### config.mk
export PLATFORM = sky130hd
export DESIGN_NAME = ctp_div
export DESIGN_NICKNAME = d
export VERILOG_FILES = /design/src/rtl/ctp_pkg.sv /design/src/rtl/ctp_div.sv
export SDC_FILE = /design/constraint.sdc
export NUM_CORES = 2
export LEC_CHECK = 0
export BUFFER_PORTS_ARGS = -buffer_cell sky130_fd_sc_hd__buf_2
export CAP_MARGIN = 5
export CORE_MARGIN = 4
export CORE_UTILIZATION = 55
export DETAILED_ROUTE_END_ITERATION = 16
export GPL_TIMING_DRIVEN = 0
export PLACE_DENSITY = 0.79
export SYNTH_ARGS = -nofsm -noshare
export SYNTH_HDL_FRONTEND = slang
export SYNTH_MEMORY_MAX_BITS = 65536
export SYNTH_SLANG_ARGS = --single-unit
### constraint.sdc
create_clock -name clock -period 7.25 [get_ports clock]
set_input_delay 1.0875 -clock clock [delete_from_list [all_inputs] [get_ports clock]]
set_output_delay 1.0875 -clock clock [all_outputs]
set_load 0.005 [all_outputs]
### src/rtl/ctp_pkg.sv
`timescale 1ns / 1ps
// ----------------------------------------------------------------------------
// ctp_pkg
// Shared types, constants and fixed-point helpers for the camera target
// projection pipeline.
// ----------------------------------------------------------------------------
package ctp_pkg;

   // quotient and root widths of the iterative units
   localparam int QUO_W = 32;
   localparam int ROOT_W = 32;
   // register stages in each divider and square-root pipeline
   localparam int UNIT_LAT = QUO_W + 1;
   // numerator widths of the two divider flavours
   localparam int DIV_UV_NUM_W = 48;
   localparam int DIV_RAD_NUM_W = 63;
   // register port
   localparam int CSR_ADDR_W = 6;
   localparam int CSR_DATA_W = 64;

   typedef logic signed [31:0] s32_type;

   // register index, taken from paddr[5:3]
   typedef enum logic [2:0] {
      REG_MOUNT_OFFSET    = 3'd0,
      REG_ROT_ROW_X       = 3'd1,
      REG_ROT_ROW_Y       = 3'd2,
      REG_ROT_ROW_Z       = 3'd3,
      REG_TAN_HALF_FOV    = 3'd4,
      REG_FOCAL_LENGTHS   = 3'd5,
      REG_PRINCIPAL_POINT = 3'd6
   } csr_index_type;

   // configuration as seen by the datapath
   typedef struct packed {
      logic [47:0] mount_offset;
      logic [47:0] rot_row_x;
      logic [47:0] rot_row_y;
      logic [47:0] rot_row_z;
      logic [63:0] tan_half_fov;
      logic [63:0] focal_lengths;
      logic [63:0] principal_point;
   } cfg_type;

   // saturate a wide signed value to 32 bits
   function automatic logic [31:0] sat32(input logic signed [65:0] v);
      logic [31:0] res;
      if (v > 66'sd2147483647) begin
         res = 32'h7FFF_FFFF;
      end else if (v < -66'sd2147483648) begin
         res = 32'h8000_0000;
      end else begin
         res = v[31:0];
      end
      return res;
   endfunction

   // arithmetic right shift, round to nearest, ties away from zero
   function automatic logic signed [63:0] rnd_shr(input logic signed [63:0] v,
                                                  input int unsigned sh);
      logic [63:0] half;
      logic [63:0] mag;
      logic signed [63:0] res;
      half = 64'd1 << (sh - 1);
      if (!v[63]) begin
         res = signed'((64'(v) + half) >> sh);
      end else begin
         mag = 64'(-v);
         res = -signed'((mag + half) >> sh);
      end
      return res;
   endfunction

endpackage

### src/rtl/ctp_div.sv
`timescale 1ns / 1ps
// ----------------------------------------------------------------------------
// ctp_div
// Pipelined restoring divider, one quotient bit per stage, with an overflow
// flag for quotients that do not fit the quotient width.
// ----------------------------------------------------------------------------
module ctp_div import ctp_pkg::*; #(
   parameter int NUM_W = DIV_UV_NUM_W
) (
   input  logic             clock,
   input  logic             adv,
   input  logic [NUM_W-1:0] num,
   input  logic [QUO_W-1:0] den,
   output logic [QUO_W-1:0] quo,
   output logic             ovf
);

   localparam int HI_W = NUM_W - QUO_W;

   logic [QUO_W-1:0] rem_ff [QUO_W+1];
   logic [QUO_W-1:0] low_ff [QUO_W+1];
   logic [QUO_W-1:0] den_ff [QUO_W+1];
   logic [QUO_W-1:0] quo_ff [QUO_W+1];
   logic             ovf_ff [QUO_W+1];

   logic [HI_W-1:0]  hi;
   logic             hi_ge;

   // overflow check on the upper numerator bits
   always_comb begin
      hi    = num[NUM_W-1:QUO_W];
      hi_ge = QUO_W'(hi) >= den;
   end

   always_ff @(posedge clock) begin
      if (adv) begin
         ovf_ff[0] <= hi_ge;
         rem_ff[0] <= hi_ge ? '0 : QUO_W'(hi);
         low_ff[0] <= num[QUO_W-1:0];
         den_ff[0] <= den;
         quo_ff[0] <= '0;
      end
   end

   // one compare and subtract per stage
   for (genvar k = 1; k <= QUO_W; k++) begin : g_step
      logic [QUO_W:0] sh;
      logic           ge;

      always_comb begin
         sh = {rem_ff[k-1], low_ff[k-1][QUO_W-1]};
         ge = sh >= {1'b0, den_ff[k-1]};
      end

      always_ff @(posedge clock) begin
         if (adv) begin
            rem_ff[k] <= ge ? QUO_W'(sh - {1'b0, den_ff[k-1]}) : sh[QUO_W-1:0];
            quo_ff[k] <= {quo_ff[k-1][QUO_W-2:0], ge};
            low_ff[k] <= low_ff[k-1] << 1;
            den_ff[k] <= den_ff[k-1];
            ovf_ff[k] <= ovf_ff[k-1];
         end
      end
   end

   assign quo = quo_ff[QUO_W];
   assign ovf = ovf_ff[QUO_W];

endmodule

; ---- Yosys cells after proc, flatten, opt, wreduce, memory -nomap -nowiden
; Memories as Yosys holds them, arrays and structs flattened.
; Cells that the tools add are included.
[word_totals]
in_bits = 82
ff_bits = 0
ram_bits = 4257
memories = 5
[memory_table]
columns = name, words, width, read_ports, rd_clocked_by_memory_dff, wr, line_no
row1 = den_ff, 33, 32, 32, 0, 33, ctp_div.sv:22  ; logic [QUO_W-1:0] den_ff [QUO_W+1];
row2 = low_ff, 33, 32, 32, 0, 33, ctp_div.sv:21  ; logic [QUO_W-1:0] low_ff [QUO_W+1];
row3 = quo_ff, 33, 32, 33, 0, 33, ctp_div.sv:23  ; logic [QUO_W-1:0] quo_ff [QUO_W+1];
row4 = rem_ff, 33, 32, 32, 0, 33, ctp_div.sv:20  ; logic [QUO_W-1:0] rem_ff [QUO_W+1];
row5 = ovf_ff, 33, 1, 33, 0, 33, ctp_div.sv:24  ; logic ovf_ff [QUO_W+1];
[classes]
mux = 35
order_cmp = 33
addsub = 32
[op_table]
columns = cell, n
row1 = 33-bit by 32-bit greater-or-equal comparator with 1-bit output, 32
row2 = 32-bit 2-to-1 mux, 32
row3 = 32-bit subtractor, 32
row4 = 16-bit by 32-bit greater-or-equal comparator with 1-bit output, 1
row5 = 16-bit 2-to-1 mux, 1
row6 = 1-bit 2-to-1 mux, 2

; ---- Logic depth before layout (Yosys ltp)
[depth]
ltp_word = 2
depth_mapped = 15
ltp_nobuf = 13

; ---- Worst setup path after synthesis
; Ideal clock, no wire load.
[synth_path]
path_type = register to register
start = memory den_ff[23][1], in the netlist den_ff[0][737]
end = memory rem_ff[24][26], in the netlist rem_ff[0][794] (data pin)
arrival_time_ns = 3.267
t_required_ns = 6.990
setup_ns = 0.260
path_slack_ns = 3.724
n_path_buf = 1
path_stages_with_launch = 14
path_cell_list = edfxtp_1 > inv_1 > ha_1 > nor2b_1 > o31a_1 > o31a_1 > a211oi_2 > a21oi_1 > o211ai_2 > nor2_1 > a221o_1 > a41oi_4 > buf_6 > mux2_2
[synth_rtl]
columns = item, line_no
row1 = start: declaration, ctp_div.sv:22
row2 = end: declaration, ctp_div.sv:20

==> impl_metrics.toml <==
[status]
status = "completed"

[min_path]
min_path_type = "primary input to flop"
hp-start = "num[22]"
hold_end = "low_ff[0][22]"
worstHoldPathCells = 1

[drt]
first_pass_iters = 6
dr.first_iter.drc_count = 8590
drtAntennaViolNets = 0
drt_drc_violations_left = 0
via_per_inst = 5.73
wire_per_inst_um = 19.2
finalWirelength_mm = 336
vias = 100000

[clock_network]
cts_tree = "built"
h-tree-depth = 5
clock-root-buffer = "clkbuf_16"
clk_latency_ns = 0.91
cts_buffers = 330
clock-sinks = 3121
clockBufferDepth = 4
cts_resized = 0
cts_hold_buf = 0
path_clk_slew_ns = 0.06
cts_setup_buffers = 0

[synth]
synth_top_family_by_area = "compound AO/OA/AOI/OAI gates"
ys_warn_count = 0
netlist_area_mm2 = 0.159
synthAdderAreaFrac_pct = 8.44
ys_seq_area_share_pct = 58.8
synth_cell_types = 94
synth_nets = 14100
synthCells = 13000
synth_compound_area_share_pct = 12.6
muxShareOfSynthArea_pct = 4.03
yosys_most_used_dff = "edfxtp_1"
synth-edff-count = 3121
syn_avg_cell_area_um2 = 12.3
ys_ff_latch = 3121
async_flop_share_pct = 0
synth_xor_area_share_pct = 4.50
synthSimpleGateAreaFrac_pct = 7.76

[worst_setup_path]
critical_path_class = "primary input to flop"
path_max_fanout = 192
cp.arrival_ns = 5.98
rr_startpoint = "den_ff[0][650]"
worst-r2r-cell-count = 14
r2r-end = "rem_ff[0][680]"
regToRegSetupSlack_ns = 2.14
cp-end-kind = "flop"
start_kind = "primary input"
required_ns = 7.75

[timing]
rsz0062_at_grt = "no"
maxSlewViolCount = 0
setup_viol = 0
tightest_slew_ns = 1.23
finalClockSkew_ns = 0.0370
holdWs_ns = 0.346
hold_violations = 0
max_freq_ghz = 0.183
fin_tns_setup_ns = 0
setup_ws_ns = 1.77
maxSlewHeadroom_pct = 18.2
finalCriticalPeriod_ns = 5.48
period_share_pct = 75.6

[finish]
nNetsFinal = 14600
final_cell_mix = "3,121 x edfxtp_1, 1,298 x inv_1, 1,025 x ha_1, 973 x a21oi_1, 842 x nand2_1"
syn2layout_area_growth_pct = 10.4
final_layout_size_suffix_gt1_share_pct = 9.10
nFillCells = 22300
final_common_cell = "edfxtp_1"
instances_no_fill = 17500

[floorplan]
num_rows = 197
fp.coreArea_mm2 = 0.288
die_x_um = 546
die_area_mm2 = 0.298
io_pins = 115
start_util_pct = 55.3
die_h_um = 546

[power]
clockPowerShare_pct = 21.5
power_per_cell_area_mw_per_mm2 = 439
peakVddDrop_mv = 0.214
pwr-share-seq_pct = 36.3
switchingPower_mw = 27.9
p_int_mw = 49.4
leakage_nw = 70.4
netSwitchingFraction_pct = 36.1
p_comb_share_pct = 42.3

[global_route]
grt_overflow_total = 0
antenna_found_initial = 16
first_global_vias = 96300
grt_use_total_pct = 22.0
grt_pass1_wl_mm = 526
grt_max_degree = 193

[placed_design]
dpl_worst_slack_ns = 0.747
portBuffers = 114
hpwl_mm = 246
place_inst = 16900
globalplace.congestion = 0.945

[flow_run]
maxCapViolations = 0
==> cells by family after synthesis <==
| group | count (synthesis) |
|---|---|
| AOI/OAI and AO/OA | 3185 |
| muxes | 577 |
| xor gates and xnor gates | 818 |
| and+or+nand+nor | 2596 |
| adders and majority gates | 1056 |
| DFF | 3121 |
| buffers and inverters | 1605 |
==> synthesized netlist by cell type (19+ instances only) <==
cell / count / area share, %
or3_1: 41 / 0.16
mux2_1: 26 / 0.18
clkbuf_1: 240 / 0.57
nor2_1: 595 / 1.4
o31a_1: 28 / 0.15
a211o_1: 28 / 0.15
o21bai_1: 117 / 0.55
nor4_1: 48 / 0.19
a21boi_0: 31 / 0.15
o41ai_1: 19 / 0.10
o21ai_0: 746 / 2.3
a21o_1: 510 / 2.4
nand4_1: 171 / 0.67
a41oi_1: 26 / 0.14
a221oi_1: 20 / 0.11
edfxtp_1: 3121 / 59
buf_2: 37 / 0.12
xor2_1: 319 / 1.8
nor2b_1: 138 / 0.54
nand3b_1: 19 / 0.090
or2_2: 37 / 0.15
o21a_1: 125 / 0.59
nand3_1: 230 / 0.72
and2_1: 61 / 0.24
a31o_2: 28 / 0.15
inv_1: 1298 / 3.1
o211ai_1: 71 / 0.33
a21oi_1: 973 / 3.1
and3_1: 98 / 0.38
a211oi_1: 85 / 0.40
nand2b_1: 127 / 0.50
mux2_2: 495 / 3.5
nor3_1: 120 / 0.38
nand2_1: 842 / 2.0
ha_1: 1025 / 8.0
o31ai_1: 76 / 0.36
mux2i_1: 56 / 0.35
xnor2_1: 499 / 2.7
fa_1: 31 / 0.39
a31oi_1: 94 / 0.37
==> layer usage <==
layer | track usage, % | share of wire, % | vias to the layer above
met5 | 0 | 0.025 | -
met4 | 8.49 | 4.3 | 12
met3 | 2.89 | 6.2 | 722
met2 | 34.7 | 45 | 3059
met1 | 31.2 | 45 | 47300
li1 | - | - | 48900
==> worst max-delay path, cell delays in order <==
cell and delay (ns):
buf_12 0.46, buf_16 0.47, buf_16 0.63, buf_16 0.67, buf_16 0.52, buf_16 0.52
buf_16 0.58
==> power by group through the flow <==
stage | registers, mW | logic (mW) | clock network (mW)
2_1_floorplan | 27.0 | 24.7 | 0
3_3_place_gp | 30.0 | 31.7 | 0
3_5_place_dp | 28.2 | 32.0 | 0
4_1_cts | 28.0 | 32.4 | 17.0
5_1_grt | 28.3 | 36.2 | 17.8
6_report | 28.0 | 32.6 | 16.6
==> area by class of cell <==
cell class	instances	area (um2)	share of cell area, %
sequential	3121	93700	53.3
multi-input combinational	8232	59500	33.8
clock buffer	383	8500	4.83
inverter	1300	4880	2.77
tap	3781	4730	2.69
clock inverter	202	2200	1.25
buffer	305	1260	0.718
timing repair buffer	132	1080	0.615
antenna	2	5.00	0.00285
==> metrics by stage <==
step,util (%),instance area [um2],power [mW]
6_report,61.0,176000,77.2
5_1_grt,61.0,176000,82.3
4_1_cts,61.0,176000,77.4
3_5_place_dp,57.3,165000,60.3
3_3_place_gp,57.1,165000,61.6
2_1_floorplan,-,159000,51.7
==> sequential cells by signal, summed over array words and instances, names as in the netlist <==
signal and count:
den_ff 1024, low_ff 528, ovf_ff 33, quo_ff 528
rem_ff 1008
==> worst max path at each step <==
stage,slack [ns],startpoint,cells past startpoint,end
detailed placement,0.75,adv,7,quo_ff[1][24]
finish,1.77,adv,7,quo_ff[0][883]
global placement,-43.33,adv,1,quo_ff[0][1015]
CTS,1.75,adv,7,quo_ff[0][984]
global route,1.32,adv,7,quo_ff[0][883]
floorplan,3.72,den_ff[0][737],13,rem_ff[0][794]
No activity file was read; power rests on OpenSTA's default activity.
