[src/rtl/ctp_pkg.sv]
`timescale 1ns / 1ps
// ----------------------------------------------------------------------------
// ctp_pkg
// Shared types, constants and fixed-point helpers for the camera target
// projection pipeline.
// ----------------------------------------------------------------------------
package ctp_pkg;

   // quotient and root widths of the iterative units
   localparam int QUO_W = 32;
   localparam int ROOT_W = 32;
   // register stages in each divider and square-root pipeline
   localparam int UNIT_LAT = QUO_W + 1;
   // numerator widths of the two divider flavours
   localparam int DIV_UV_NUM_W = 48;
   localparam int DIV_RAD_NUM_W = 63;
   // register port
   localparam int CSR_ADDR_W = 6;
   localparam int CSR_DATA_W = 64;

   typedef logic signed [31:0] s32_type;

   // register index, taken from paddr[5:3]
   typedef enum logic [2:0] {
      REG_MOUNT_OFFSET    = 3'd0,
      REG_ROT_ROW_X       = 3'd1,
      REG_ROT_ROW_Y       = 3'd2,
      REG_ROT_ROW_Z       = 3'd3,
      REG_TAN_HALF_FOV    = 3'd4,
      REG_FOCAL_LENGTHS   = 3'd5,
      REG_PRINCIPAL_POINT = 3'd6
   } csr_index_type;

   // configuration as seen by the datapath
   typedef struct packed {
      logic [47:0] mount_offset;
      logic [47:0] rot_row_x;
      logic [47:0] rot_row_y;
      logic [47:0] rot_row_z;
      logic [63:0] tan_half_fov;
      logic [63:0] focal_lengths;
      logic [63:0] principal_point;
   } cfg_type;

   // saturate a wide signed value to 32 bits
   function automatic logic [31:0] sat32(input logic signed [65:0] v);
      logic [31:0] res;
      if (v > 66'sd2147483647) begin
         res = 32'h7FFF_FFFF;
      end else if (v < -66'sd2147483648) begin
         res = 32'h8000_0000;
      end else begin
         res = v[31:0];
      end
      return res;
   endfunction

   // arithmetic right shift, round to nearest, ties away from zero
   function automatic logic signed [63:0] rnd_shr(input logic signed [63:0] v,
                                                  input int unsigned sh);
      logic [63:0] half;
      logic [63:0] mag;
      logic signed [63:0] res;
      half = 64'd1 << (sh - 1);
      if (!v[63]) begin
         res = signed'((64'(v) + half) >> sh);
      end else begin
         mag = 64'(-v);
         res = -signed'((mag + half) >> sh);
      end
      return res;
   endfunction

endpackage

[src/rtl/ctp_sqrt.sv]
`timescale 1ns / 1ps
// ----------------------------------------------------------------------------
// ctp_sqrt
// Pipelined floor square root of a 64-bit value, one root bit per stage,
// with a final stage that saturates when the sum of squares overflowed.
// ----------------------------------------------------------------------------
module ctp_sqrt import ctp_pkg::*; (
   input  logic              clock,
   input  logic              adv,
   input  logic [63:0]       radicand,
   input  logic              over,
   output logic [ROOT_W-1:0] root
);

   localparam int REM_W = ROOT_W + 2;

   logic [REM_W-1:0]  rem_ff  [ROOT_W];
   logic [ROOT_W-1:0] root_ff [ROOT_W];
   logic [63:0]       x_ff    [ROOT_W];
   logic              over_ff [ROOT_W];
   logic [ROOT_W-1:0] root_out_ff;

   // digit-by-digit stages, two radicand bits each
   for (genvar k = 0; k < ROOT_W; k++) begin : g_step
      logic [REM_W-1:0]  rem_p;
      logic [ROOT_W-1:0] root_p;
      logic [63:0]       x_p;
      logic              over_p;
      logic [REM_W+1:0]  rem_sh;
      logic [REM_W+1:0]  trial;
      logic              ge;

      if (k == 0) begin : g_first
         assign rem_p  = '0;
         assign root_p = '0;
         assign x_p    = radicand;
         assign over_p = over;
      end else begin : g_next
         assign rem_p  = rem_ff[k-1];
         assign root_p = root_ff[k-1];
         assign x_p    = x_ff[k-1];
         assign over_p = over_ff[k-1];
      end

      always_comb begin
         rem_sh = {rem_p, x_p[63:62]};
         trial  = {2'b00, root_p, 2'b01};
         ge     = rem_sh >= trial;
      end

      always_ff @(posedge clock) begin
         if (adv) begin
            rem_ff[k]  <= ge ? REM_W'(rem_sh - trial) : rem_sh[REM_W-1:0];
            root_ff[k] <= {root_p[ROOT_W-2:0], ge};
            x_ff[k]    <= x_p << 2;
            over_ff[k] <= over_p;
         end
      end
   end

   // saturate on overflow
   always_ff @(posedge clock) begin
      if (adv) begin
         root_out_ff <= over_ff[ROOT_W-1] ? '1 : root_ff[ROOT_W-1];
      end
   end

   assign root = root_out_ff;

endmodule

[config.mk]
export PLATFORM = sky130hd
export DESIGN_NAME = ctp_sqrt
export DESIGN_NICKNAME = d
export VERILOG_FILES = /design/src/rtl/ctp_pkg.sv /design/src/rtl/ctp_sqrt.sv
export SDC_FILE = /design/constraint.sdc
export NUM_CORES = 2
export LEC_CHECK = 0
export BUFFER_PORTS_ARGS = -buffer_cell sky130_fd_sc_hd__buf_2
export CAP_MARGIN = 20
export CORE_UTILIZATION = 64
export CTS_CLUSTER_SIZE = 14
export DETAILED_ROUTE_END_ITERATION = 6
export GPL_ROUTABILITY_DRIVEN = 0
export PLACE_DENSITY = 0.8
export SYNTH_ARGS = -nofsm -noshare
export SYNTH_HDL_FRONTEND = slang
export SYNTH_MEMORY_MAX_BITS = 65536
export SYNTH_SLANG_ARGS = --single-unit
[constraint.sdc]
create_clock -name clock -period 3.6 [get_ports clock]
set_input_delay 0.54 -clock clock [delete_from_list [all_inputs] [get_ports clock]]
set_output_delay 0.54 -clock clock [all_outputs]
set_load 0.01 [all_outputs]
Word level (Yosys, flattened, before mapping)
Memories as Yosys holds them, arrays and structs flattened. A register that Yosys moved wholly into a read port is not among the register bits.
Index checks and enable logic that the tools add are counted.
{ "word_totals": {"regBits": 0, "ram_bits": 4128, "inputBits": 67, "output_inout_bits": 32, "mem_count": 4} }
{ "mem_list": {"columns": ["memory", "words", "word_bits", "rd", "rd_ports_with_merged_regs", "wr", "line", "source"], "rows": [
  ["x_ff", 32, 62, 31, 0, 32, "ctp_sqrt.sv:19", "logic [63:0] x_ff [ROOT_W];"],
  ["rem_ff", 32, 34, 31, 0, 32, "ctp_sqrt.sv:17", "logic [REM_W-1:0] rem_ff [ROOT_W];"],
  ["root_ff", 32, 32, 32, 1, 32, "ctp_sqrt.sv:18", "logic [ROOT_W-1:0] root_ff [ROOT_W];"],
  ["over_ff", 32, 1, 32, 0, 32, "ctp_sqrt.sv:20", "logic over_ff [ROOT_W];"]
]} }
{ "classes": {"addsub": 32, "n_lt_le_gt_ge": 32, "mux": 34} }
{ "op_table": {"columns": ["cell", "n"], "rows": [
  [">= comparator 36 x 34 -> 1 bit", 31],
  ["two-way mux 34 bit", 32],
  ["subtractor 34 bit", 31],
  ["subtractor 2 x 1 -> 3 bit (second input constant)", 1],
  [">= comparator 2 x 1 -> 1 bit (second input constant)", 1],
  ["two-way mux 1 bit", 2]
]} }

Depth between registers and ports, before layout
An unclocked memory read counts as a cell.
{ "logic_depth": {"word_depth": 3, "mapped_depth": 14} }

Worst setup path after synthesis
Ideal clock, no wire load.
{ "synth_timing": {"path_type": "register -> register", "startpoint": "memory rem_ff[1][204] in the netlist's numbering", "endpoint": "memory rem_ff[1][250] in the netlist's numbering, data pin", "setup_ns": 0.262, "arrival_ns": 3.080, "path_slack_ns": 0.258, "path_stages_with_launch": 12, "path_buffers": 2, "path_cell_list": "edfxtp_1 -> ha_1 -> nor2b_1 -> o21ai_0 -> nand2b_1 -> a41o_1 -> a221o_1 -> a311o_1 -> a221oi_2 -> clkbuf_1 -> buf_2 -> o21ai_0"} }
{ "synth_rtl": {"columns": ["element", "line"], "rows": [
  ["start, declared", "ctp_sqrt.sv:17"]
]} }

==> flow_metrics.env <==
export IMPL_status="finished, violations left"
export IMPL_violations="design-rule violations"
export IMPL_cts_buffers=279
export IMPL_ys_warn_count=0
export IMPL_min_period_ns=3.59
export IMPL_synth_edf_count=2587
export IMPL_dieArea_mm2=0.189
export IMPL_slew_violations=0
export IMPL_post_route_drc_count=7
export IMPL_mostFrequentLayoutCells="edfxtp_1, inv_1, nand2_1"
export IMPL_synth_seq_cells=2587
export IMPL_yosysTopAreaCellShare_pct=64.9
export IMPL_worst_pin_slew_ns=0.968
export IMPL_start_kind="register"
export IMPL_fp_dieW_um=435
export IMPL_grt_start_max_net_pins=119
export IMPL_async_flop_share_pct=0
export IMPL_netlist_instances=9221
export IMPL_htreeDepth=5
export IMPL_p_seq_share_pct=47.3
export IMPL_cts_root_buffer="clkbuf_16"
export IMPL_detail_route_wl_per_cell_um=20.0
export IMPL_switching_share_pct=27.9
export IMPL_syn2layout_area_growth_pct=12.5
export IMPL_dp_hpwl_mm=172
export IMPL_crit_arrival_ns=4.22
export IMPL_min_delay_start="adv"
export IMPL_finalSetupViolCount=0
export IMPL_final_fill_count=11600
export IMPL_vias=75500
export IMPL_final_layout_size_suffix_gt1_share_pct=9.36
export IMPL_antenna_found_initial=1
export IMPL_cp_max_fo=5
export IMPL_rsz0062_at_grt="true"
export IMPL_clockPowerShare_pct=32.2
export IMPL_cts_tree="yes"
export IMPL_synth_flop_cell="edfxtp_1"
export IMPL_holdWs_ns=0.171
export IMPL_fp_coreArea_mm2=0.186
export IMPL_drt_pass1_iterations=7
export IMPL_netlist_area_mm2=0.120
export IMPL_cp_required_ns=4.23
export IMPL_postLayoutCoreUtil_pct=72.5
export IMPL_r2r_start="rem_ff[1][89]$_DFFE_PP_"
export IMPL_cp_startpoint="rem_ff[1][89]$_DFFE_PP_"
export IMPL_endpoint_kind="register"
export IMPL_numClockSinks=2587
export IMPL_finClkSkew_ns=0.0690
export IMPL_yosysUniqueCellTypes=88
export IMPL_critical_path_class="reg2reg"
export IMPL_layout_nets=10400
export IMPL_vias_per_cell=6.10
export IMPL_hold_path_class="in2reg"
export IMPL_syn_nets=9850
export IMPL_comb_power_share_pct=20.5
export IMPL_grtUsageTotal_pct=26.1
export IMPL_clock_latency_ns=0.92
export IMPL_layout_commonest_cell="edfxtp_1"
export IMPL_period_share_pct=99.6
export IMPL_fmax_mhz=279
export IMPL_cts_buffer_depth=4
export IMPL_powerDensity_mw_per_mm2=635
export IMPL_p_int_mw=61.7
export IMPL_die_h_um=435
export IMPL_max_cap_violations=0
export IMPL_fin_area_mm2=0.135
export IMPL_synth_top_area_cell="edfxtp_1"
export IMPL_grt_pass1_vias=74200
export IMPL_grt_ovfl_total=0
export IMPL_leakagePower_nw=51.8
export IMPL_postPlaceCellArea_mm2=0.125
export IMPL_irDropWorstVdd_mv=0.569
export IMPL_avgSynthCellArea_um2=13.0
export IMPL_relSlewSlack_pct=35.2
export IMPL_clk_pin_slew_ns=0.06
export IMPL_hold_viol=0
export IMPL_p_switching_mw=23.9
export IMPL_start_util_pct=64.5
export IMPL_drtIter0Drc=7367
export IMPL_antenna_left=0
export IMPL_num_rows=158
export IMPL_grt_first_pass_wirelength_mm=390
export IMPL_wirelength_mm=248
export IMPL_seq_area_frac_synth_pct=64.9
export IMPL_synth_area_top_cells="edfxtp_1, ha_1, xor2_1, xnor2_1, inv_1"
export IMPL_port_buffer_count=98
export IMPL_num_io_pins=99
-- flip-flops by register name, summed over array words and instances (netlist names) --
signal and count:
over_ff 32, rem_ff 1003, root 32, root_ff 528, x_ff 992
-- final cells by class --
class,instances,area (um2),area share (%)
antenna,1,2.50,0.00186
clock buffer,336,7370,5.47
clock inverter,128,1300,0.964
inverter,711,2680,1.99
multi-input combinational,5751,39000,29.0
sequential,2587,77700,57.7
tap,2480,3100,2.30
timing repair buffer,394,3490,2.59
-- per-layer routing --
layer | vias up | global-route usage (%) | share of wire [%]
li1 | 35200 | - | -
met1 | 36500 | 31.8 | 39
met2 | 3088 | 45.1 | 50
met3 | 840 | 3.82 | 5.6
met4 | 0 | 13.4 | 5.4
met5 | - | 0 | 0
-- final timing paths --
path / end / cells after the start / slack, ns
worst max-delay path: rem_ff[1][116]$_DFFE_PP_ / 11 / 0.01
worst min-delay path: root_ff[13][2]$_DFFE_PP_ / 1 / 0.17
worst max register to register: rem_ff[1][116]$_DFFE_PP_ / 11 / 0.01
worst min register to register: x_ff[0][193]$_DFFE_PP_ / 0 / 0.40
-- synthesized netlist by cell type, types with 13 or more instances --
library cell,n
a221oi_1,14
o21a_1,110
nand3_1,141
mux2_2,57
a211oi_1,34
clkbuf_1,149
o211ai_1,23
o21ai_0,524
a21oi_1,513
a221o_1,13
and4_1,15
nor4_1,116
a2111oi_0,16
or3_1,89
inv_1,710
nand4_1,102
or2_2,77
nand2b_1,118
nor2b_1,87
o21bai_1,54
xnor2_1,402
a31oi_1,42
nor3_1,250
a21o_1,228
or4_1,47
a31o_2,21
nand3b_1,34
o31a_1,13
nand4b_1,15
nor2_1,532
ha_1,562
nor4b_1,16
and2_1,36
edfxtp_1,2587
nand2_1,675
nor3b_1,16
and3_1,52
a21boi_0,20
o2111ai_1,13
a211o_1,27
xor2_1,427
o31ai_1,64
-- cell families (layout without fill, tap and decap cells) --
| logic type | count (synthesis) | count (layout) | share of synthesized area (%) |
|---|---|---|---|
| XOR/XNOR | 829 | 829 | 6.06 |
| AO/OA/AOI/OAI | 1845 | 1846 | 9.63 |
| other | 1 | 2 | 0.00313 |
| AND/OR/NAND/NOR | 2446 | 2446 | 10.1 |
| buffers and inverters | 884 | 1569 | 2.80 |
| adder cells (fa/ha/maj) | 562 | 562 | 5.87 |
| multiplexers | 67 | 67 | 0.620 |
| flip-flops | 2587 | 2587 | 64.9 |
-- through the flow --
stage	instances	setup WS (ns)	TNS, ns	total power, mW
finish	12400	0.0129	0	85.5
global route	12400	-0.0867	-1.23	89.1
floorplan	9221	0.258	0	52.3
global placement	11800	0.174	0	57.0
CTS	12400	0.0219	0	85.6
detailed placement	11800	0.0307	0	57.8
-- power by group through the flow --
stage	clock network [mW]	registers [mW]	logic, mW
global placement	0	40.9	16.1
detailed placement	0	41.0	16.8
CTS	28.0	40.4	17.1
global route	29.1	40.8	19.2
floorplan	0	39.9	12.4
finish	27.5	40.5	17.5
-- worst max-delay path, stage by stage (launching register included) --
cell	delay [ns]
edfxtp_1	0.41
or4_4	0.56
or3_4	0.35
or4_4	0.43
or3_4	0.38
nor3_4	0.22
nand4_1	0.22
buf_4	0.23
nor2_4	0.14
buf_12	0.15
nor4_4	0.04
xor2_1	0.17
-- timing repair --
action	CTS	global route
pin swaps	0	11
setup endpoints to repair	1	139
resized for setup	1	67
hold buffers	66	0
endpoints found under the hold margin	66	0
buffers inserted	0	9
gates cloned	0	5
Power figures use the tool's default switching activity.
