`config.mk`:
```
export PLATFORM = sky130hd
export DESIGN_NAME = ctp_delay
export DESIGN_NICKNAME = d
export VERILOG_FILES = /design/src/rtl/ctp_pkg.sv /design/src/rtl/ctp_delay.sv
export SDC_FILE = /design/constraint.sdc
export NUM_CORES = 1
export LEC_CHECK = 0
export ABC_AREA = 0
export BUFFER_PORTS_ARGS = -buffer_cell sky130_fd_sc_hd__buf_2
export CAP_MARGIN = 40
export CORE_UTILIZATION = 35
export CTS_CLUSTER_DIAMETER = 60
export CTS_CLUSTER_SIZE = 14
export DETAILED_ROUTE_END_ITERATION = 12
export SYNTH_ARGS = -nofsm -noshare
export SYNTH_HDL_FRONTEND = slang
export SYNTH_SLANG_ARGS = --single-unit
```
`constraint.sdc`:
```
create_clock -name clock -period 0.8 [get_ports clock]
set_input_delay 0.16 -clock clock [delete_from_list [all_inputs] [get_ports clock]]
set_output_delay 0.16 -clock clock [all_outputs]
set_load 0.01 [all_outputs]
```
`src/rtl/ctp_pkg.sv`:
```
`timescale 1ns / 1ps
// ----------------------------------------------------------------------------
// ctp_pkg
// Shared types, constants and fixed-point helpers for the camera target
// projection pipeline.
// ----------------------------------------------------------------------------
package ctp_pkg;

   // quotient and root widths of the iterative units
   localparam int QUO_W = 32;
   localparam int ROOT_W = 32;
   // register stages in each divider and square-root pipeline
   localparam int UNIT_LAT = QUO_W + 1;
   // numerator widths of the two divider flavours
   localparam int DIV_UV_NUM_W = 48;
   localparam int DIV_RAD_NUM_W = 63;
   // register port
   localparam int CSR_ADDR_W = 6;
   localparam int CSR_DATA_W = 64;

   typedef logic signed [31:0] s32_type;

   // register index, taken from paddr[5:3]
   typedef enum logic [2:0] {
      REG_MOUNT_OFFSET    = 3'd0,
      REG_ROT_ROW_X       = 3'd1,
      REG_ROT_ROW_Y       = 3'd2,
      REG_ROT_ROW_Z       = 3'd3,
      REG_TAN_HALF_FOV    = 3'd4,
      REG_FOCAL_LENGTHS   = 3'd5,
      REG_PRINCIPAL_POINT = 3'd6
   } csr_index_type;

   // configuration as seen by the datapath
   typedef struct packed {
      logic [47:0] mount_offset;
      logic [47:0] rot_row_x;
      logic [47:0] rot_row_y;
      logic [47:0] rot_row_z;
      logic [63:0] tan_half_fov;
      logic [63:0] focal_lengths;
      logic [63:0] principal_point;
   } cfg_type;

   // saturate a wide signed value to 32 bits
   function automatic logic [31:0] sat32(input logic signed [65:0] v);
      logic [31:0] res;
      if (v > 66'sd2147483647) begin
         res = 32'h7FFF_FFFF;
      end else if (v < -66'sd2147483648) begin
         res = 32'h8000_0000;
      end else begin
         res = v[31:0];
      end
      return res;
   endfunction

   // arithmetic right shift, round to nearest, ties away from zero
   function automatic logic signed [63:0] rnd_shr(input logic signed [63:0] v,
                                                  input int unsigned sh);
      logic [63:0] half;
      logic [63:0] mag;
      logic signed [63:0] res;
      half = 64'd1 << (sh - 1);
      if (!v[63]) begin
         res = signed'((64'(v) + half) >> sh);
      end else begin
         mag = 64'(-v);
         res = -signed'((mag + half) >> sh);
      end
      return res;
   endfunction

endpackage

```
`src/rtl/ctp_delay.sv`:
```
`timescale 1ns / 1ps
// ----------------------------------------------------------------------------
// ctp_delay
// Stalling delay line that carries a valid bit and a payload alongside the
// iterative units so that side data arrives with their results.
// ----------------------------------------------------------------------------
module ctp_delay import ctp_pkg::*; #(
   parameter int WIDTH = QUO_W,
   parameter int DEPTH = UNIT_LAT
) (
   input  logic             clock,
   input  logic             reset,
   input  logic             adv,
   input  logic             in_valid,
   input  logic [WIDTH-1:0] in_data,
   output logic             out_valid,
   output logic [WIDTH-1:0] out_data
);

   logic [DEPTH-1:0] vld_ff;
   logic [WIDTH-1:0] data_ff [DEPTH];

   // valid chain
   always_ff @(posedge clock) begin
      if (reset) begin
         vld_ff <= '0;
      end else if (adv) begin
         vld_ff <= {vld_ff[DEPTH-2:0], in_valid};
      end
   end

   // payload chain
   always_ff @(posedge clock) begin
      if (adv) begin
         data_ff[0] <= in_data;
         for (int k = 1; k < DEPTH; k++) begin
            data_ff[k] <= data_ff[k-1];
         end
      end
   end

   assign out_valid = vld_ff[DEPTH-1];
   assign out_data  = data_ff[DEPTH-1];

endmodule

```
== Yosys cells after proc, flatten, opt, wreduce, memory -nomap -nowiden ==
Memory sizes are Yosys's and may differ from the RTL's.
Cells that the tools add are included.

* Memory bits (writable): 1056
* Output and inout bits: 33
* Word-level logic and storage cells: 4
* Input bits: 36
* Memories: 1
* Register bits after elaboration: 33

{| class="wikitable"
|+ Memories
! memory !! depth !! bits a word !! rd ports !! clocked after Yosys merged registers in !! write ports !! line !! text
|-
| data_ff || 33 || 32 || 33 || 0 || 33 || ctp_delay.sv:21 || <nowiki>logic [WIDTH-1:0] data_ff [DEPTH];</nowiki>
|}

* Muxes and demuxes: 2

{| class="wikitable"
|+ Operators with widths
! operator !! count
|-
| $mux 1 || 2
|}

== Longest topological paths before layout ==
Gate-level depths: netlist (run 1).

* Word-level depth: 2
* Gate-level depth with buffers: 4
* Mapped depth without buffers: 2

== Least setup slack after synthesis (run 1) ==
Ideal clock, no wire load.

* Kind: input -> register
* Start: input adv
* End: register vld_ff[10]
* Stages on the path: 4
* Required time: 672 ps
* Slack: 38 ps
* Data arrival time: 634 ps
* Library setup time: 128 ps
* Buffers on the path: 2
* Path through: buf_6 > buf_12 > mux2i_1 > nor2_1

{| class="wikitable"
|+ RTL lines
! element !! line !! text
|-
| start: declaration || ctp_delay.sv:13 || <nowiki>input logic adv,</nowiki>
|-
| end signal: assignment || ctp_delay.sv:28 || <nowiki>vld_ff <= {vld_ff[DEPTH-2:0], in_valid};</nowiki>
|-
| end: declaration || ctp_delay.sv:20 || <nowiki>logic [DEPTH-1:0] vld_ff;</nowiki>
|}

==> results of run 1 <==
sequential cells by signal, indices dropped and copies added, names as in the netlist:
register	cells
data_ff	1056
vld_ff	33
cells by family (layout without fill, tap and decap cells):
family,after synthesis,in the layout
buf+inv,8,360
flops,1089,1089
simple gates,33,33
mux,33,33
repair_timing:
item / in CTS / in global routing
endpoints found under the setup margin: 33 / 33
hold buffers: 34 / 0
hold endpoints to repair: 65 / 0
gates resized for setup: 8 / 3
metrics by stage:
step / cell area, sq um / hold WS [ns] / util / instances
3_5_place_dp: 35850 / 0.3385 / 0.3847 / 2597
6_report: 38890 / 0.04471 / 0.4173 / 2769
4_1_cts: 38870 / 0.008118 / 0.4171 / 2769
5_1_grt: 38890 / 0.02042 / 0.4173 / 2769
2_1_floorplan: 32910 / 0.2589 / - / 1163
3_3_place_gp: 35850 / 0.3376 / 0.3847 / 2597
cell usage after synthesis:
master / count
edfxtp_1: 1056
nor2_1: 33
mux2i_1: 33
buf_12: 3
dfxtp_1: 33
clkbuf_2: 1
clkbuf_1: 3
buf_6: 1
worst min path at each step:
stage,endpoint,startpoint,slack [ns]
floorplan,data_ff[0][0]$_DFFE_PP_,in_data[0],0.26
detailed placement,data_ff[0][27]$_DFFE_PP_,in_data[27],0.34
global placement,data_ff[0][4]$_DFFE_PP_,in_data[4],0.34
global route,data_ff[0][76]$_DFFE_PP_,adv,0.02
finish,data_ff[0][183]$_DFFE_PP_,adv,0.04
CTS,data_ff[0][76]$_DFFE_PP_,adv,0.008
area by class of cell:
| class | count | area (sq um) | area share |
|---|---|---|---|
| flip-flops and latches | 1089 | 32370 | 0.8324 |
| repair buffers | 222 | 1836 | 0.04720 |
| clock inverters | 19 | 212.7 | 0.005469 |
| multi-input cells | 66 | 454.2 | 0.01168 |
| well taps | 1254 | 1569 | 0.04034 |
| clock buffers | 119 | 2446 | 0.06290 |
layer usage:
| metal | share of wire | up-vias | wire [microns] |
|---|---|---|---|
| li1 | - | 5288 | - |
| met1 | 0.45 | 5560 | 15370 |
| met2 | 0.47 | 184 | 15860 |
| met3 | 0.050 | 88 | 1716 |
| met4 | 0.032 | 0 | 1104 |
| met5 | 0 | - | 0 |
power by group through the flow:
stage / clock [mW] / sequential, mW / combinational [mW]
finish: 40.5 / 66.8 / 2.02
CTS: 42.3 / 66.9 / 2.08
floorplan: 0 / 67.8 / 0.131
global placement: 0 / 67.9 / 1.81
detailed placement: 0 / 68.1 / 1.94
global route: 44.2 / 67.1 / 2.24
==> metrics.txt, run 1 <==
status=finished, violations left; failing checks=setup timing; Yosys warning count=0; Total Die Area=0.09527 sq mm; crit path buf inv count=1; Critical Path RT=0.64 ns; Placer Congestion=0.6211; clock transition at the registers of the reported paths=0.06 ns; XOR/XNOR Fraction of Synth Area=0; met1 Use GR=0.09541; buffer depth of the longest clock path=3; P_sw=20.11 mW; # DRC=0; setup violators final=33; reg-to-reg endpoint=data_ff[0][821]$_DFFE_PP_; Clock Latency Late Sink=0.63 ns; Max stage delay on crit path=0.49 ns; placed wire-length estimate=18730 microns; CTS tree=yes; initial DRC count=720; Port Buf Inserts=68; busiest grt layer=met2; post-CTS setup buffer count=0; Internal=89.18 mW; pwr dens=2810 mW/mm^2; fin crit share=1.810; Worst VDD drop=2.450 mV; setup TNS=-16.27 ns; clock network fraction of total power=0.370; Crit Reg-Reg Startpoint=data_ff[0][789]$_DFFE_PP_; Via density=4.016; starting density of the core=0.3532; global-route wire length before repair=56970 microns; Syn Inst Count=1163; Pins Over Slew Limit=0; TritonCTS Sinks=1089; part of the power in registers=0.611; Rel. slew slack=0.7998; met3 Usage GRT=0.02220; Row Count=112; Crit. End Element=output pin; area share of the leading cell type in the synthesized netlist=0.9635; internal reg-to-reg setup slack=0.14 ns; area leader, netlist=edfxtp_1; CP endpoint=out_data[19]; adder-cell area share of the yosys netlist=0; Worst setup SP type=flip-flop; min Tclk post-route=1.448 ns; hold path cells=2; fillcell total=7970; commonest non-fill, non-tap cell in the layout=edfxtp_1; die span in x=308.7 microns; GRT Total Usage=0.07418; number of global-route vias before repair=11390; Compound-Gate Fraction of Synth Area=0; Max Freq=0.6905 GHz; cell family with most CP delay=flip-flops; H-Tree Depth=3; largest net degree at the start of global routing=48; GR Util met2=0.1152; unrepaired setup endpoints after global routing=true; Min-Delay Path Class=in -> reg; Post-DRT Antenna Nets=0; Syn Area/Cell=28.30 sq um; Worst Path Max Fanout=1; placeable core region=0.09319 sq mm; Post-Syn Area=0.03291 sq mm; Switching Share=0.1840; R2R depth=0; flops & latches, synth=1089; Design Power=109.3 mW; most frequent cells in the layout=edfxtp_1 (1056), buf_4 (104), clkbuf_16 (94), buf_2 (60), dlygate4sd3_1 (34); fraction of the yosys area taken by sequential cells=0.9835; Pleak=13.20 nW; mux share of post-synthesis cell area=0.01004; diodes inserted=0; Comb pwr share=0.019; share of layout cells above drive strength 1=0.1954; 1st-pass router iterations=4; crit path launch=data_ff[1][19]$_DFFE_PP_; critical path, cell by cell=buf_6; largest family of logic cells by synthesized area=multiplexers; initial antenna violation count=0; Area Growth Syn to Fin=18.16%; post-synth net total=1199; Clock Skew=0.01985 ns; DP Worst Slack=-0.4200 ns; nets@finish=1506; Synth Area in Simple Gates=0.003764; Vias=11120; final worst slack=-0.6483 ns; final hold violation count=0; total wire length=34050 microns; drt wl/cell=12.30 microns; Setup CP Type=reg -> out; Clock Tree Root=clkbuf_16; total gr overflow=0; maxcap violations=0; total CTS buffers=91; critical path's slowest cell=edfxtp_1; die span in y=308.7 microns; I/O Pins=69; Yosys cell types=8; Worst-Margin Slew=0.3003 ns; leading post-synthesis cells by cell area=edfxtp_1 (96%), dfxtp_1 (2.0%), mux2i_1 (1.0%), nor2_1 (0.38%), buf_12 (0.18%); Stages on worst setup path=1; CP arrival=1.29 ns
Note: power is estimated with default switching activity, not from simulation.
==> run 2, diff against run 1 <==
CELL_PAD_IN_SITES_DETAIL_PLACEMENT = 0   (was not set)
CELL_PAD_IN_SITES_GLOBAL_PLACEMENT = 1   (was not set)
PLACE_DENSITY_LB_ADDON = 0.1   (was not set)
==> run 2 against run 1 <==
Against the previous run: the run still ends with setup timing left; die area unchanged; register-to-register slack worse by 0.06 ns; routed wire length up 4.9%; combinational power down 3%.
==> metrics.txt, run 2 (synthesis results as in run 1) <==
GRT Total Usage=0.07646; Rel. slew slack=0.8197; Cell Count, Final, Fillers Out=2734; Clock Latency Late Sink=0.64 ns; Crit. End Element=output pin; nets@finish=1466; status=finished, violations left; Sequential Area=0.03237 sq mm; post-CTS setup buffer count=0; cell family with most CP delay=flip-flops; maxcap violations=0; CTS tree=yes; 1st-pass router iterations=4; number of global-route vias before repair=11020; die span in x=308.7 microns; unrepaired setup endpoints after global routing=true; buffer depth of the longest clock path=3; total gr overflow=0; Vias=11120; DP Worst Slack=-0.4316 ns; final hold slack=0.04059 ns; final worst slack=-0.6998 ns; routed wl met3=2163 microns; R2R depth=0; drt wl/cell=13.06 microns; Crit Reg-Reg Startpoint=data_ff[0][79]$_DFFE_PP_; Max stage delay on crit path=0.50 ns; Pins Over Slew Limit=0; clock transition at the registers of the reported paths=0.06 ns; crit path buf inv count=1; Stages on worst setup path=1; min Tclk post-route=1.500 ns; cell area after placement=0.03561 sq mm; die span in y=308.7 microns; Post-DRT Antenna Nets=0; total wire length=35710 microns; share of layout cells above drive strength 1=0.1785; pwr dens=2882 mW/mm^2; placed wire-length estimate=17270 microns; most frequent cells in the layout=edfxtp_1 (1056), clkbuf_16 (100), buf_2 (64), buf_4 (48), dlygate4sd3_1 (37); I/O Pins=69; min-delay src=adv; Critical Path RT=0.64 ns; internal reg-to-reg setup slack=0.08 ns; hold path cells=2; Worst VDD drop=1.569 mV; DR top layer=met4; Met2 Wirelength=14610 microns; largest net degree at the start of global routing=52; Worst-Margin Slew=0.2705 ns; initial antenna violation count=2; Row Count=112; critical path, cell by cell=buf_2; hold endpoint=data_ff[0][177]$_DFFE_PP_; Worst Path Max Fanout=1; initial DRC count=856; starting density of the core=0.3532; Worst setup SP type=flip-flop; Biggest register=data_ff; M1 WL=17650 microns; Max Freq=0.6668 GHz; Port Buf Inserts=68; reg-to-reg endpoint=data_ff[0][111]$_DFFE_PP_; placed insts=2550; CP arrival=1.34 ns; commonest non-fill, non-tap cell in the layout=edfxtp_1; biggest regs=data_ff: 1056 flops, vld_ff: 33 flops; global-route wire length before repair=58420 microns; total CTS buffers=95; critical path's slowest cell=edfxtp_1; final hold violation count=0; setup violators final=35; Min-Delay Path Class=in -> reg; fillcell total=7992; Final Util=0.4173; H-Tree Depth=3; Clock Tree Root=clkbuf_16; Setup CP Type=reg -> out; TritonCTS Sinks=1089; Placer Congestion=0.6278; multi-input logic area=454.2 sq um; placeable core region=0.09319 sq mm; failing checks=setup timing; Area Growth Syn to Fin=18.14%; Pleak=13.14 nW; Total Die Area=0.09527 sq mm; post-route cell area=0.03888 sq mm; Via density=4.069; fin crit share=1.875; number of flip-flops in the largest register=1056; Clock Skew=0.01788 ns; # DRC=0
## run 2: changes by cell type in the layout (fill, tap and decap cells not counted), sizes merged
cell         change
clkbuf           +1
diode            +1
clkinv           +3
inv              +2
bufinv           +2
buf             -47
dlygate4sd3      +3
## run 2: how the worst max path moves through the flow
stage	endpoint	from	slack, ns
3_3_place_gp	data_ff[1][5]$_DFFE_PP_	adv	-0.42
6_report	out_data[13]	data_ff[1][13]$_DFFE_PP_	-0.70
2_1_floorplan	vld_ff[10]$_SDFFE_PP0P_	adv	0.04
3_5_place_dp	data_ff[1][23]$_DFFE_PP_	adv	-0.43
5_1_grt	out_data[13]	data_ff[1][13]$_DFFE_PP_	-0.75
4_1_cts	out_data[13]	data_ff[1][13]$_DFFE_PP_	-0.76
## run 2: layout make-up
cell class / instances / area share
timing repair buffer: 178 / 0.04115
clock inverter: 26 / 0.007690
sequential: 1089 / 0.8325
clock buffer: 120 / 0.06654
multi-input combinational: 66 / 0.01168
antenna: 1 / 0.00006435
tap: 1254 / 0.04035
## run 2: per-layer routing
layer  vias to the layer above  GRT usage
li1                       5213          -
met1                      5613     0.1113
met2                       196     0.1001
met3                       102    0.02460
met4                         0    0.04269
met5                         -          0
## run 2: per-stage QoR
step	power (mW)	TNS, ns
6_report	112.1	-16.94
5_1_grt	116.8	-19.32
4_1_cts	114.5	-19.45
3_5_place_dp	69.93	-370.18
3_3_place_gp	69.71	-352.90
2_1_floorplan	67.94	0
## run 2: where the power goes
part	internal, mW	switching, mW	leakage (nW)
sequential	66.1	0.703	10.6
combinational	0.677	1.28	1.14
clock	24.3	19.0	1.40
total	91.1	21.0	13.1
## run 2: repair_timing
item | 4_1_cts | 5_1_grt
hold buffers | 37 | 0
gates resized for setup | 2 | 2
endpoints found under the setup margin | 33 | 33
endpoints found under the hold margin | 81 | 0
==> run 3, diff against run 2 <==
SETUP_SLACK_MARGIN = 0.4   (was not set)
==> run 3 against run 2 <==
Against the previous run: the flow finishes with violations (hold timing, setup timing); fmax increased by 11%; non-clock buffer count grew 4; cell count increased by 0.26%; design area rose by 0.88%; clock power grew 0.9%; highest routed layer unchanged; clock skew up 0.0033 ns; routed wire length down 2.5%; global-route usage down 0.25 points; hold slack worse by 0.26 ns; critical path depth is the same; total power up 0.45%; setup slack better by 0.15 ns.
==> metrics.txt, run 3 (synthesis results as in run 1) <==
status=finished, violations left; failing checks=hold timing, setup timing; Hold Buf Count CTS=32; biggest regs=data_ff: 1056 flops, vld_ff: 33 flops; placed insts=2555; fin crit share=1.689; Worst-Margin Slew=0.2591 ns; pwr dens=2870 mW/mm^2; Pleak=13.30 nW; Placer Congestion=0.6080; global-route wire length before repair=57010 microns; GRT Total Usage=0.07392; crit path buf inv count=1; H-Tree Depth=3; Vias=11070; Via density=4.038; CP arrival=1.19 ns; clock transition at the registers of the reported paths=0.07 ns; Critical Path RT=0.64 ns; 1st-pass router iterations=4; placed wire-length estimate=15840 microns; share of layout cells above drive strength 1=0.2044; Worst VDD drop=1.523 mV; setup violators final=33; nets@finish=1472; I/O Pins=69; Worst Path Max Fanout=1; Max Freq=0.7403 GHz; diodes inserted=0; die span in y=308.7 microns; drt wl/cell=12.71 microns; die span in x=308.7 microns; total CTS buffers=97; Switching Share=0.1882; # DRC=0; total wire length=34830 microns; P_sw=21.18 mW; fillcell total=8015; Crit. End Element=output pin; Worst setup SP type=flip-flop; critical path, cell by cell=buf_2; Clock Skew=0.02114 ns; Clock Tree Root=clkbuf_16; placeable core region=0.09319 sq mm; Rel. slew slack=0.8272; buffer depth of the longest clock path=3; TritonCTS Sinks=1089; Post-DRT Antenna Nets=0; Port Buf Inserts=68; Row Count=112; Total Die Area=0.09527 sq mm; number of flip-flops in the largest register=1056; maxcap violations=0; total gr overflow=0; Setup CP Type=reg -> out; part of the power in registers=0.593; initial DRC count=817; cell family with most CP delay=flip-flops; starting density of the core=0.3532; clock network fraction of total power=0.388; Internal=91.38 mW; initial antenna violation count=1; CTS tree=yes; Clock Latency Late Sink=0.63 ns; critical path's slowest cell=edfxtp_1; number of global-route vias before repair=11180; Cell Count, Final, Fillers Out=2741; Area Growth Syn to Fin=19.18%; largest net degree at the start of global routing=43; Min-Delay Path Class=in -> reg; Comb pwr share=0.019; final hold slack=-0.2155 ns; final worst slack=-0.5509 ns; Pins Over Slew Limit=0; Final Util=0.4209; final hold violation count=34; post-CTS setup buffer count=0; Max stage delay on crit path=0.41 ns; min Tclk post-route=1.351 ns; most frequent cells in the layout=edfxtp_1 (1056), clkbuf_16 (102), buf_2 (66), buf_12 (38), buf_4 (38); Biggest register=data_ff; commonest non-fill, non-tap cell in the layout=edfxtp_1; unrepaired setup endpoints after global routing=true
-- run 3: changes by cell type in the layout (fill, tap and decap cells not counted), moves of 3 or more --
cell           change
buf_12            +13
buf_4             -10
clkbuf_1           -4
clkinv_2           +7
clkinvlp_4         +3
dfxtp_1           -21
dfxtp_2           +21
dlygate4sd3_1      -5
-- run 3: final timing paths --
check        slack, ns  cells past startpoint                         to                       from
max              -0.55                      1                out_data[0]    data_ff[1][0]$_DFFE_PP_
min              -0.22                      3     vld_ff[0]$_SDFFE_PP0P_                   in_valid
min reg2reg       0.40                      0  data_ff[0][330]$_DFFE_PP_  data_ff[0][298]$_DFFE_PP_
max reg2reg       0.11                      0  data_ff[0][431]$_DFFE_PP_  data_ff[0][399]$_DFFE_PP_
-- run 3: routing by layer --
layer  GRT usage  routed length, microns  vias to the layer above
met4     0.04073                    1273                        0
met3     0.02288                    1925                       97
li1            -                       -                     5223
met5           0                       0                        -
met1     0.09622                   16010                     5563
met2      0.1105                   15620                      186
-- run 3: per-stage QoR --
step / setup WS [ns] / power, mW / TNS (ns) / hold WS (ns) / instance area [sq um]
after floorplan: 0.07741 / 67.95 / 0 / 0.2589 / 32930
after global placement: -0.4579 / 69.74 / -400.20 / 0.3364 / 35780
after detailed placement: -0.4690 / 69.99 / -412.44 / 0.3381 / 35780
after CTS: -0.6193 / 114.9 / -18.18 / -0.2752 / 39130
after global routing: -0.6259 / 117.4 / -18.40 / -0.2345 / 39230
final: -0.5509 / 112.6 / -15.82 / -0.2155 / 39230
-- run 3: power groups by stage --
stage               Combinational [mW]  Clock (mW)  Sequential [mW]
floorplan                        0.139           0             67.8
global placement                  1.88           0             67.9
CTS                               2.16        46.0             66.8
detailed placement                1.98           0             68.0
global route                      2.34        48.1             67.0
finish                            2.13        43.7             66.7
-- run 3: cell type report --
class | count | area (sq um) | area share
multi-input cells | 66 | 454.2 | 0.01158
clock buffers | 117 | 2586 | 0.06593
clock inverters | 33 | 345.3 | 0.008804
repair buffers | 182 | 1872 | 0.04772
well taps | 1254 | 1569 | 0.04000
flip-flops and latches | 1089 | 32400 | 0.8260
-- run 3: timing repair --
action / CTS / global route
endpoints found under the hold margin: 78 / 46
cloned: 2 / 2
setup endpoints to repair: 2026 / 1743
pin swaps: 0 / 4
resized for setup: 12 / 22
